[config.mk]
export PLATFORM = sky130hd
export DESIGN_NAME = pixel_diff_tolerance_overlay_unit
export DESIGN_NICKNAME = d
export VERILOG_FILES = /design/src/hw/rtl/pdto_pkg.sv /design/src/hw/rtl/pixel_diff_tolerance_overlay_unit.sv /design/src/hw/rtl/pdto_front.sv /design/src/hw/rtl/pdto_step.sv /design/src/hw/rtl/pdto_blend.sv /design/src/hw/rtl/pdto_scale.sv
export SDC_FILE = /design/constraint.sdc
export NUM_CORES = 2
export LEC_CHECK = 0
export ABC_AREA = 1
export BUFFER_PORTS_ARGS = -buffer_cell sky130_fd_sc_hd__buf_2
export CAP_MARGIN = 20
export CORE_ASPECT_RATIO = 1.4
export CORE_MARGIN = 2
export CORE_UTILIZATION = 61
export CTS_BUF_LIST = sky130_fd_sc_hd__clkbuf_8
export DETAILED_ROUTE_END_ITERATION = 16
export PLACE_DENSITY = 0.79
export SETUP_SLACK_MARGIN = 0.1
export SYNTH_ARGS = -nofsm -noshare
export SYNTH_HDL_FRONTEND = slang
export SYNTH_HIERARCHICAL = 1
export SYNTH_SLANG_ARGS = --single-unit
[constraint.sdc]
create_clock -name clk -period 7.8 [get_ports clk]
set_input_delay 0.39 -clock clk [delete_from_list [all_inputs] [get_ports clk]]
set_output_delay 0.39 -clock clk [all_outputs]
set_load 0.02 [all_outputs]
[src/hw/rtl/pdto_pkg.sv]
// types and constants shared by the pixel difference overlay pipeline
// no dependencies; every other file of the block refers to it by scoped names
package pdto_pkg;

  typedef struct packed {
    logic [7:0] alpha;
    logic [7:0] red;
    logic [7:0] green;
    logic [7:0] blue;
  } argb_t;

  // input transaction: one pixel pair
  typedef struct packed {
    argb_t ref_pixel;
    argb_t cmp_pixel;
    logic  ref_outside;
  } pair_t;

  // output transaction: one overlay pixel
  typedef struct packed {
    logic [7:0] out_red;
    logic [7:0] out_green;
    logic [7:0] out_blue;
    logic [7:0] out_alpha;
  } ovl_t;

  typedef enum logic [1:0] {
    KIND_OUTSIDE,
    KIND_GRAY,
    KIND_RED,
    KIND_BLUE
  } kind_t;

  // state carried through the classify and divide stages
  typedef struct packed {
    kind_t       kind;
    argb_t       cmp;
    logic [7:0]  diff;
    logic [7:0]  thr;
    logic [15:0] rem;
    logic [7:0]  quo;
    logic [9:0]  red_t;
    logic [8:0]  red_q;
  } work_t;

  // blend numerators, scaled by 1000
  typedef struct packed {
    logic [17:0] num_red;
    logic [17:0] num_green;
    logic [17:0] num_blue;
    logic [7:0]  alpha;
  } blend_t;

  localparam logic [9:0]  ALPHA_FULL    = 10'd1000;
  localparam logic [9:0]  ALPHA_OUTSIDE = 10'd600;
  localparam logic [9:0]  ALPHA_RED_MAX = 10'd600;
  localparam logic [9:0]  RED_BASE      = 10'd250;
  localparam logic [9:0]  BLUE_BASE     = 10'd100;
  localparam logic [9:0]  T_MAX         = 10'd1000;
  localparam logic [7:0]  BLUE_SCALE    = 8'd200;

  localparam logic [7:0]  RED_TGT_R  = 8'd255;
  localparam logic [7:0]  RED_TGT_G  = 8'd50;
  localparam logic [7:0]  RED_TGT_B  = 8'd50;
  localparam logic [7:0]  BLUE_TGT_R = 8'd60;
  localparam logic [7:0]  BLUE_TGT_G = 8'd100;
  localparam logic [7:0]  BLUE_TGT_B = 8'd255;

  localparam logic [9:0]  GRAY_W_R = 10'd299;
  localparam logic [9:0]  GRAY_W_G = 10'd587;
  localparam logic [9:0]  GRAY_W_B = 10'd114;

  // d*1500/255 == (d*100)*61681 >> 20, exact over the 8-bit range
  localparam logic [22:0] RED_T_MUL   = 23'd6168100;
  localparam int          RED_T_SHIFT = 20;
  // x/5 == x*52429 >> 18 for x below 2^18
  localparam logic [15:0] DIV5_MUL    = 16'd52429;
  localparam int          DIV5_SHIFT  = 18;
  // x/1000 == x*134218 >> 27 for x up to 255000
  localparam logic [17:0] DIV1000_MUL   = 18'd134218;
  localparam int          DIV1000_SHIFT = 27;

endpackage

[src/hw/rtl/pixel_diff_tolerance_overlay_unit.sv]
// top level of the pixel difference overlay: threshold register and seven-stage pipeline
// depends on pdto_pkg, pdto_front, pdto_step, pdto_blend, pdto_scale

// One pixel pair goes in and one overlay pixel comes out per clock when the output is
// not stalled; the sustained rate is one transaction per cycle only while ovl_ready is
// high. The pipeline has one classify stage, four divider stages that each resolve two
// quotient bits of the blue alpha (difference*200/threshold), one blend stage and one
// reciprocal-multiply stage that divides by 1000 into the output register. Every stage
// has its own valid bit, so empty stages keep filling while a result waits at the
// output. diff_threshold is written through cfg_we/cfg_wdata and should only change
// while the pipeline is empty.
module pixel_diff_tolerance_overlay_unit (
  input  logic            clk,
  input  logic            rst,
  input  logic            cfg_we,
  input  logic [7:0]      cfg_wdata,
  input  logic            pair_valid,
  output logic            pair_ready,
  input  pdto_pkg::pair_t pair_data,
  output logic            ovl_valid,
  input  logic            ovl_ready,
  output pdto_pkg::ovl_t  ovl_data
);

  logic [7:0] diff_threshold;

  logic             w_valid [5];
  logic             w_ready [5];
  pdto_pkg::work_t  w_data  [5];
  logic             b_valid, b_ready;
  pdto_pkg::blend_t b_data;

  always_ff @(posedge clk) begin
    if (rst) begin
      diff_threshold <= 8'd0;
    end else if (cfg_we) begin
      diff_threshold <= cfg_wdata;
    end
  end

  pdto_front u_front (
    .clk      (clk),
    .rst      (rst),
    .thr      (diff_threshold),
    .up_valid (pair_valid),
    .up_ready (pair_ready),
    .up_data  (pair_data),
    .dn_valid (w_valid[0]),
    .dn_ready (w_ready[0]),
    .dn_data  (w_data[0])
  );

  for (genvar i = 0; i < 4; i++) begin : g_div
    pdto_step #(
      .STEP (3 - i)
    ) u_step (
      .clk      (clk),
      .rst      (rst),
      .up_valid (w_valid[i]),
      .up_ready (w_ready[i]),
      .up_data  (w_data[i]),
      .dn_valid (w_valid[i+1]),
      .dn_ready (w_ready[i+1]),
      .dn_data  (w_data[i+1])
    );
  end

  pdto_blend u_blend (
    .clk      (clk),
    .rst      (rst),
    .up_valid (w_valid[4]),
    .up_ready (w_ready[4]),
    .up_data  (w_data[4]),
    .dn_valid (b_valid),
    .dn_ready (b_ready),
    .dn_data  (b_data)
  );

  pdto_scale u_scale (
    .clk      (clk),
    .rst      (rst),
    .up_valid (b_valid),
    .up_ready (b_ready),
    .up_data  (b_data),
    .dn_valid (ovl_valid),
    .dn_ready (ovl_ready),
    .dn_data  (ovl_data)
  );

endmodule

[src/hw/rtl/pdto_front.sv]
// first pipeline stage: channel differences, maximum and case classification
// depends on pdto_pkg
module pdto_front (
  input  logic            clk,
  input  logic            rst,
  input  logic [7:0]      thr,
  input  logic            up_valid,
  output logic            up_ready,
  input  pdto_pkg::pair_t up_data,
  output logic            dn_valid,
  input  logic            dn_ready,
  output pdto_pkg::work_t dn_data
);

  logic [7:0] dr, dg, db, dmax;
  pdto_pkg::work_t data_next;

  always_comb begin
    dr = (up_data.ref_pixel.red > up_data.cmp_pixel.red) ?
         up_data.ref_pixel.red - up_data.cmp_pixel.red :
         up_data.cmp_pixel.red - up_data.ref_pixel.red;
    dg = (up_data.ref_pixel.green > up_data.cmp_pixel.green) ?
         up_data.ref_pixel.green - up_data.cmp_pixel.green :
         up_data.cmp_pixel.green - up_data.ref_pixel.green;
    db = (up_data.ref_pixel.blue > up_data.cmp_pixel.blue) ?
         up_data.ref_pixel.blue - up_data.cmp_pixel.blue :
         up_data.cmp_pixel.blue - up_data.ref_pixel.blue;
    dmax = dr;
    if (dg > dmax) dmax = dg;
    if (db > dmax) dmax = db;
  end

  always_comb begin
    data_next       = '0;
    data_next.cmp   = up_data.cmp_pixel;
    data_next.diff  = dmax;
    data_next.thr   = thr;
    // dividend for the blue alpha: floor(d*200/thr) is 200*t/1000 folded
    data_next.rem   = 16'(dmax) * 16'(pdto_pkg::BLUE_SCALE);
    if (up_data.ref_outside) begin
      data_next.kind = pdto_pkg::KIND_OUTSIDE;
    end else if (dmax == 8'd0) begin
      data_next.kind = pdto_pkg::KIND_GRAY;
    end else if (dmax > thr) begin
      data_next.kind = pdto_pkg::KIND_RED;
    end else begin
      data_next.kind = pdto_pkg::KIND_BLUE;
    end
  end

  assign up_ready = !dn_valid || dn_ready;

  always_ff @(posedge clk) begin
    if (rst) begin
      dn_valid <= 1'b0;
    end else if (up_ready) begin
      dn_valid <= up_valid;
    end
  end

  always_ff @(posedge clk) begin
    if (up_ready && up_valid) begin
      dn_data <= data_next;
    end
  end

endmodule

[src/hw/rtl/pdto_step.sv]
// one divider stage: two quotient bits of d*200/thr, plus a slice of red alpha math
// depends on pdto_pkg; instanced with STEP from 3 down to 0
module pdto_step #(
  parameter int STEP = 3
) (
  input  logic            clk,
  input  logic            rst,
  input  logic            up_valid,
  output logic            up_ready,
  input  pdto_pkg::work_t up_data,
  output logic            dn_valid,
  input  logic            dn_ready,
  output pdto_pkg::work_t dn_data
);

  localparam int BIT_HI = 2 * STEP + 1;
  localparam int BIT_LO = 2 * STEP;

  logic [15:0] dvs_hi, dvs_lo, rem_mid, rem_out;
  logic        q_hi, q_lo;
  logic [9:0]  red_t_next;
  logic [8:0]  red_q_next;
  pdto_pkg::work_t data_next;

  // restoring division; the quotient fits in 8 bits for blue pairs, the only kind that uses it
  always_comb begin
    dvs_hi  = 16'(up_data.thr) << BIT_HI;
    dvs_lo  = 16'(up_data.thr) << BIT_LO;
    q_hi    = (up_data.rem >= dvs_hi);
    rem_mid = q_hi ? up_data.rem - dvs_hi : up_data.rem;
    q_lo    = (rem_mid >= dvs_lo);
    rem_out = q_lo ? rem_mid - dvs_lo : rem_mid;
  end

  if (STEP == 3) begin : g_red_t
    logic [30:0] t_prod;
    logic [10:0] t_raw;
    always_comb begin
      t_prod     = 31'(up_data.diff) * 31'(pdto_pkg::RED_T_MUL);
      t_raw      = t_prod[pdto_pkg::RED_T_SHIFT +: 11];
      red_t_next = (t_raw > 11'(pdto_pkg::T_MAX)) ? pdto_pkg::T_MAX : t_raw[9:0];
      red_q_next = up_data.red_q;
    end
  end else if (STEP == 2) begin : g_red_q
    logic [12:0] t7;
    logic [26:0] q_prod;
    // 350*t/1000 == (7t/4)/5
    always_comb begin
      t7         = 13'(up_data.red_t) * 13'd7;
      q_prod     = 27'(t7[12:2]) * 27'(pdto_pkg::DIV5_MUL);
      red_q_next = q_prod[pdto_pkg::DIV5_SHIFT +: 9];
      red_t_next = up_data.red_t;
    end
  end else begin : g_red_pass
    always_comb begin
      red_t_next = up_data.red_t;
      red_q_next = up_data.red_q;
    end
  end

  always_comb begin
    data_next              = up_data;
    data_next.rem          = rem_out;
    data_next.quo[BIT_HI]  = q_hi;
    data_next.quo[BIT_LO]  = q_lo;
    data_next.red_t        = red_t_next;
    data_next.red_q        = red_q_next;
  end

  assign up_ready = !dn_valid || dn_ready;

  always_ff @(posedge clk) begin
    if (rst) begin
      dn_valid <= 1'b0;
    end else if (up_ready) begin
      dn_valid <= up_valid;
    end
  end

  always_ff @(posedge clk) begin
    if (up_ready && up_valid) begin
      dn_data <= data_next;
    end
  end

endmodule

[src/hw/rtl/pdto_blend.sv]
// alpha selection and blend numerators (or gray luminance sum) per channel
// depends on pdto_pkg
module pdto_blend (
  input  logic             clk,
  input  logic             rst,
  input  logic             up_valid,
  output logic             up_ready,
  input  pdto_pkg::work_t  up_data,
  output logic             dn_valid,
  input  logic             dn_ready,
  output pdto_pkg::blend_t dn_data
);

  logic [9:0]  al, inv;
  logic [7:0]  tgt_r, tgt_g, tgt_b;
  logic [17:0] gray;
  pdto_pkg::blend_t data_next;

  always_comb begin
    al    = pdto_pkg::ALPHA_OUTSIDE;
    tgt_r = pdto_pkg::RED_TGT_R;
    tgt_g = pdto_pkg::RED_TGT_G;
    tgt_b = pdto_pkg::RED_TGT_B;
    case (up_data.kind)
      pdto_pkg::KIND_OUTSIDE: al = pdto_pkg::ALPHA_OUTSIDE;
      pdto_pkg::KIND_RED: begin
        al = pdto_pkg::RED_BASE + 10'(up_data.red_q);
      end
      pdto_pkg::KIND_BLUE: begin
        al    = pdto_pkg::BLUE_BASE + 10'(up_data.quo);
        tgt_r = pdto_pkg::BLUE_TGT_R;
        tgt_g = pdto_pkg::BLUE_TGT_G;
        tgt_b = pdto_pkg::BLUE_TGT_B;
      end
      default: al = pdto_pkg::ALPHA_OUTSIDE;
    endcase
    inv = pdto_pkg::ALPHA_FULL - al;
  end

  always_comb begin
    gray = 18'(up_data.cmp.red)   * 18'(pdto_pkg::GRAY_W_R)
         + 18'(up_data.cmp.green) * 18'(pdto_pkg::GRAY_W_G)
         + 18'(up_data.cmp.blue)  * 18'(pdto_pkg::GRAY_W_B);
    data_next.alpha = up_data.cmp.alpha;
    if (up_data.kind == pdto_pkg::KIND_GRAY) begin
      data_next.num_red   = gray;
      data_next.num_green = gray;
      data_next.num_blue  = gray;
    end else begin
      data_next.num_red   = 18'(up_data.cmp.red) * 18'(inv) + 18'(tgt_r) * 18'(al);
      data_next.num_green = 18'(up_data.cmp.green) * 18'(inv) + 18'(tgt_g) * 18'(al);
      data_next.num_blue  = 18'(up_data.cmp.blue) * 18'(inv) + 18'(tgt_b) * 18'(al);
    end
  end

  assign up_ready = !dn_valid || dn_ready;

  always_ff @(posedge clk) begin
    if (rst) begin
      dn_valid <= 1'b0;
    end else if (up_ready) begin
      dn_valid <= up_valid;
    end
  end

  always_ff @(posedge clk) begin
    if (up_ready && up_valid) begin
      dn_data <= data_next;
    end
  end

endmodule

[src/hw/rtl/pdto_scale.sv]
// last stage: divide the numerators by 1000 through a reciprocal, output register
// depends on pdto_pkg
module pdto_scale (
  input  logic             clk,
  input  logic             rst,
  input  logic             up_valid,
  output logic             up_ready,
  input  pdto_pkg::blend_t up_data,
  output logic             dn_valid,
  input  logic             dn_ready,
  output pdto_pkg::ovl_t   dn_data
);

  logic [35:0] p_r, p_g, p_b;
  pdto_pkg::ovl_t data_next;

  // a blend of 8-bit values never exceeds 255, so no clamp is needed
  always_comb begin
    p_r = 36'(up_data.num_red)   * 36'(pdto_pkg::DIV1000_MUL);
    p_g = 36'(up_data.num_green) * 36'(pdto_pkg::DIV1000_MUL);
    p_b = 36'(up_data.num_blue)  * 36'(pdto_pkg::DIV1000_MUL);
    data_next.out_red   = p_r[pdto_pkg::DIV1000_SHIFT +: 8];
    data_next.out_green = p_g[pdto_pkg::DIV1000_SHIFT +: 8];
    data_next.out_blue  = p_b[pdto_pkg::DIV1000_SHIFT +: 8];
    data_next.out_alpha = up_data.alpha;
  end

  assign up_ready = !dn_valid || dn_ready;

  always_ff @(posedge clk) begin
    if (rst) begin
      dn_valid <= 1'b0;
    end else if (up_ready) begin
      dn_valid <= up_valid;
    end
  end

  always_ff @(posedge clk) begin
    if (up_ready && up_valid) begin
      dn_data <= data_next;
    end
  end

endmodule

==> flow_metrics.env <==
export IMPL_place_area_mm2=0.0632
export IMPL_yosys_warnings=6
export IMPL_cts_htree_levels=3
export IMPL_vias_per_cell=5.39
export IMPL_vias=46700
export IMPL_grt_overflow_total=0
export IMPL_fp_dieArea_mm2=0.102
export IMPL_pre_cts_ws_ns=0.0852
export IMPL_boundaryPins=112
export IMPL_clkSinkCount=434
export IMPL_worstSetupStartpoint="g_div[3].u_step/dn_data[21]$_DFFE_PP_"
export IMPL_reg2reg_slack_ns=0.43
export IMPL_fin_crit_sh_pct=94.5
export IMPL_avgRoutedWirePerCell_um=17.3
export IMPL_slew_violations=0
export IMPL_instances_no_fill=8665
export IMPL_first_iter_violations=2601
export IMPL_final_nets=9079
export IMPL_hold_viol_final=0
export IMPL_cts_buffers=71
export IMPL_cpMostUsedCell="nand2_1"
export IMPL_syn_area_mm2=0.0606
export IMPL_clk_pin_slew_ns=0.07
export IMPL_r2r_cells=35
export IMPL_cp_max_fo=7
export IMPL_seqCellArea_mm2=0.0129
export IMPL_synthToLayoutAreaGrowth_pct=8.08
export IMPL_clock_latency_ns=0.76
export IMPL_first_global_vias=48872
export IMPL_syn_avg_cell_area_um2=8.64
export IMPL_cp_end_kind="register"
export IMPL_track_usage_pct=29.9
export IMPL_criticalPathCategory="reg2reg"
export IMPL_min_path_type="in2reg"
export IMPL_final_common_cell="inv_1"
export IMPL_core_area_mm2=0.0984
export IMPL_place_congestion=0.962
export IMPL_cp_arrival_ns=7.83
export IMPL_die_y_um=377
export IMPL_final_cell_mix="inv_1 (1724), nand2_1 (1320), ha_1 (1044)"
export IMPL_slew_headroom_pct=24.2
export IMPL_timing_fmax_mhz=136
export IMPL_grt_max_degree=74
export IMPL_ant_nets=0
export IMPL_cts_tree="yes"
export IMPL_drcViolationCount=0
export IMPL_first_pass_iters=5
export IMPL_clock_root_buffer="clkbuf_8"
export IMPL_worstMarginPinSlew_ns=1.13
export IMPL_layout_drive_gt1_share_pct=7.59
export IMPL_critical_path_startpoint_type="register"
export IMPL_die_width_um=270
export IMPL_reg2reg_from="g_div[3].u_step/dn_data[21]$_DFFE_PP_"
export IMPL_utilization_pct=66.6
export IMPL_cp_endpoint="u_blend/dn_data[25]$_DFFE_PP_"
export IMPL_maxCapViolCount=0
export IMPL_rows=136
export IMPL_grt_setup_unrepaired="true"
export IMPL_slowest_delay_ns=0.55
export IMPL_status="finished, final reports clean"
export IMPL_placed_cells=8474
export IMPL_antenna_found_initial=1
export IMPL_critPathSlowestCell="fa_1"
export IMPL_setup_violations=0
export IMPL_multiInputGateArea_mm2=0.0411
export IMPL_fin_area_mm2=0.0655
export IMPL_fin_crit_ns=7.37
export IMPL_setup_ws_ns=0.431
export IMPL_critical_path_required_ns=8.26
export IMPL_start_util_pct=61.6
export IMPL_timing_rr_end="u_blend/dn_data[25]$_DFFE_PP_"
export IMPL_clk_path_buf_depth=3
export IMPL_portBuffers=103
export IMPL_final_fill_count=7919
export IMPL_synth_cells=7012
export IMPL_fin_worst_skew_ns=0.0510
export IMPL_grt_first_pass_wirelength_mm=241
export IMPL_postRouteWirelength_mm=150
export IMPL_hpwl_mm=124
[worst min path at each step]
stage	startpoint	end	cells past startpoint	slack [ns]
detailed placement	u_front/dn_data[70]$_DFFE_PP_	g_div[0].u_step/dn_data[70]$_DFFE_PP_	0	0.40
CTS	cfg_we	diff_threshold[3]$_SDFFE_PP0P_	3	0.003
finish	cfg_we	diff_threshold[1]$_SDFFE_PP0P_	3	0.09
global route	cfg_we	diff_threshold[1]$_SDFFE_PP0P_	3	0.1
floorplan	u_front/dn_data[59]$_DFFE_PP_	g_div[0].u_step/dn_data[59]$_DFFE_PP_	0	0.40
global placement	g_div[0].u_step/dn_data[82]$_DFFE_PP_	g_div[1].u_step/dn_data[82]$_DFFE_PP_	0	0.40
[area by class of cell]
type                            count  share of cell area [%]
Antenna cell                        1                 0.00382
Tap cell                         1311                    2.50
Clock inverter                     57                   0.741
Timing Repair Buffer              251                    2.69
Inverter                         1766                    10.1
Clock buffer                       71                    1.49
Sequential cell                   434                    19.7
Multi-Input combinational cell   4774                    62.8
[state kept, by name, indices dropped and copies added, names as in the netlist]
name / flops
u_scale/dn_valid: 1
u_blend/dn_valid: 1
g_div.u_step/dn_data: 265
u_front/dn_data: 60
g_div.u_step/dn_valid: 4
u_scale/dn_data: 32
u_front/dn_valid: 1
diff_threshold: 8
u_blend/dn_data: 62
[metal layers]
| layer | share of wire, % | up-vias | wire, µm | global-route usage [%] |
|---|---|---|---|---|
| met2 | 52 | 1408 | 77500 | 55.8 |
| met1 | 35 | 22239 | 52900 | 30.7 |
| met3 | 4.6 | 517 | 6920 | 3.61 |
| li1 | - | 22536 | - | - |
| met4 | 8.3 | 0 | 12400 | 21.8 |
| met5 | 0 | - | 0 | 0 |
[worst max-delay path, delay by kind of cell, from the launching register on]
family	cells	cell delay [ns]
AOI/OAI and AO/OA	1	0.23
buffers and inverters	7	0.57
DFF	1	0.44
adders and majority gates	9	3.86
and+or+nand+nor	18	1.97
[timing repair]
action,4_1_cts,5_1_grt
hold endpoints to repair,49,0
hold buffers,45,0
gates resized for setup,0,53
endpoints found under the setup margin,0,33
setup buffers,0,16
[stage by stage]
step,TNS [ns],hold WS [ns]
finish,0,0.0860
global route,-0.0168,0.0978
CTS,0,0.00264
detailed placement,0,0.405
global placement,0,0.400
floorplan,0,0.400
Power is left out: the tool's default activity adds up to more than one toggle a clock period on the data nets, which glitch-free logic cannot reach.
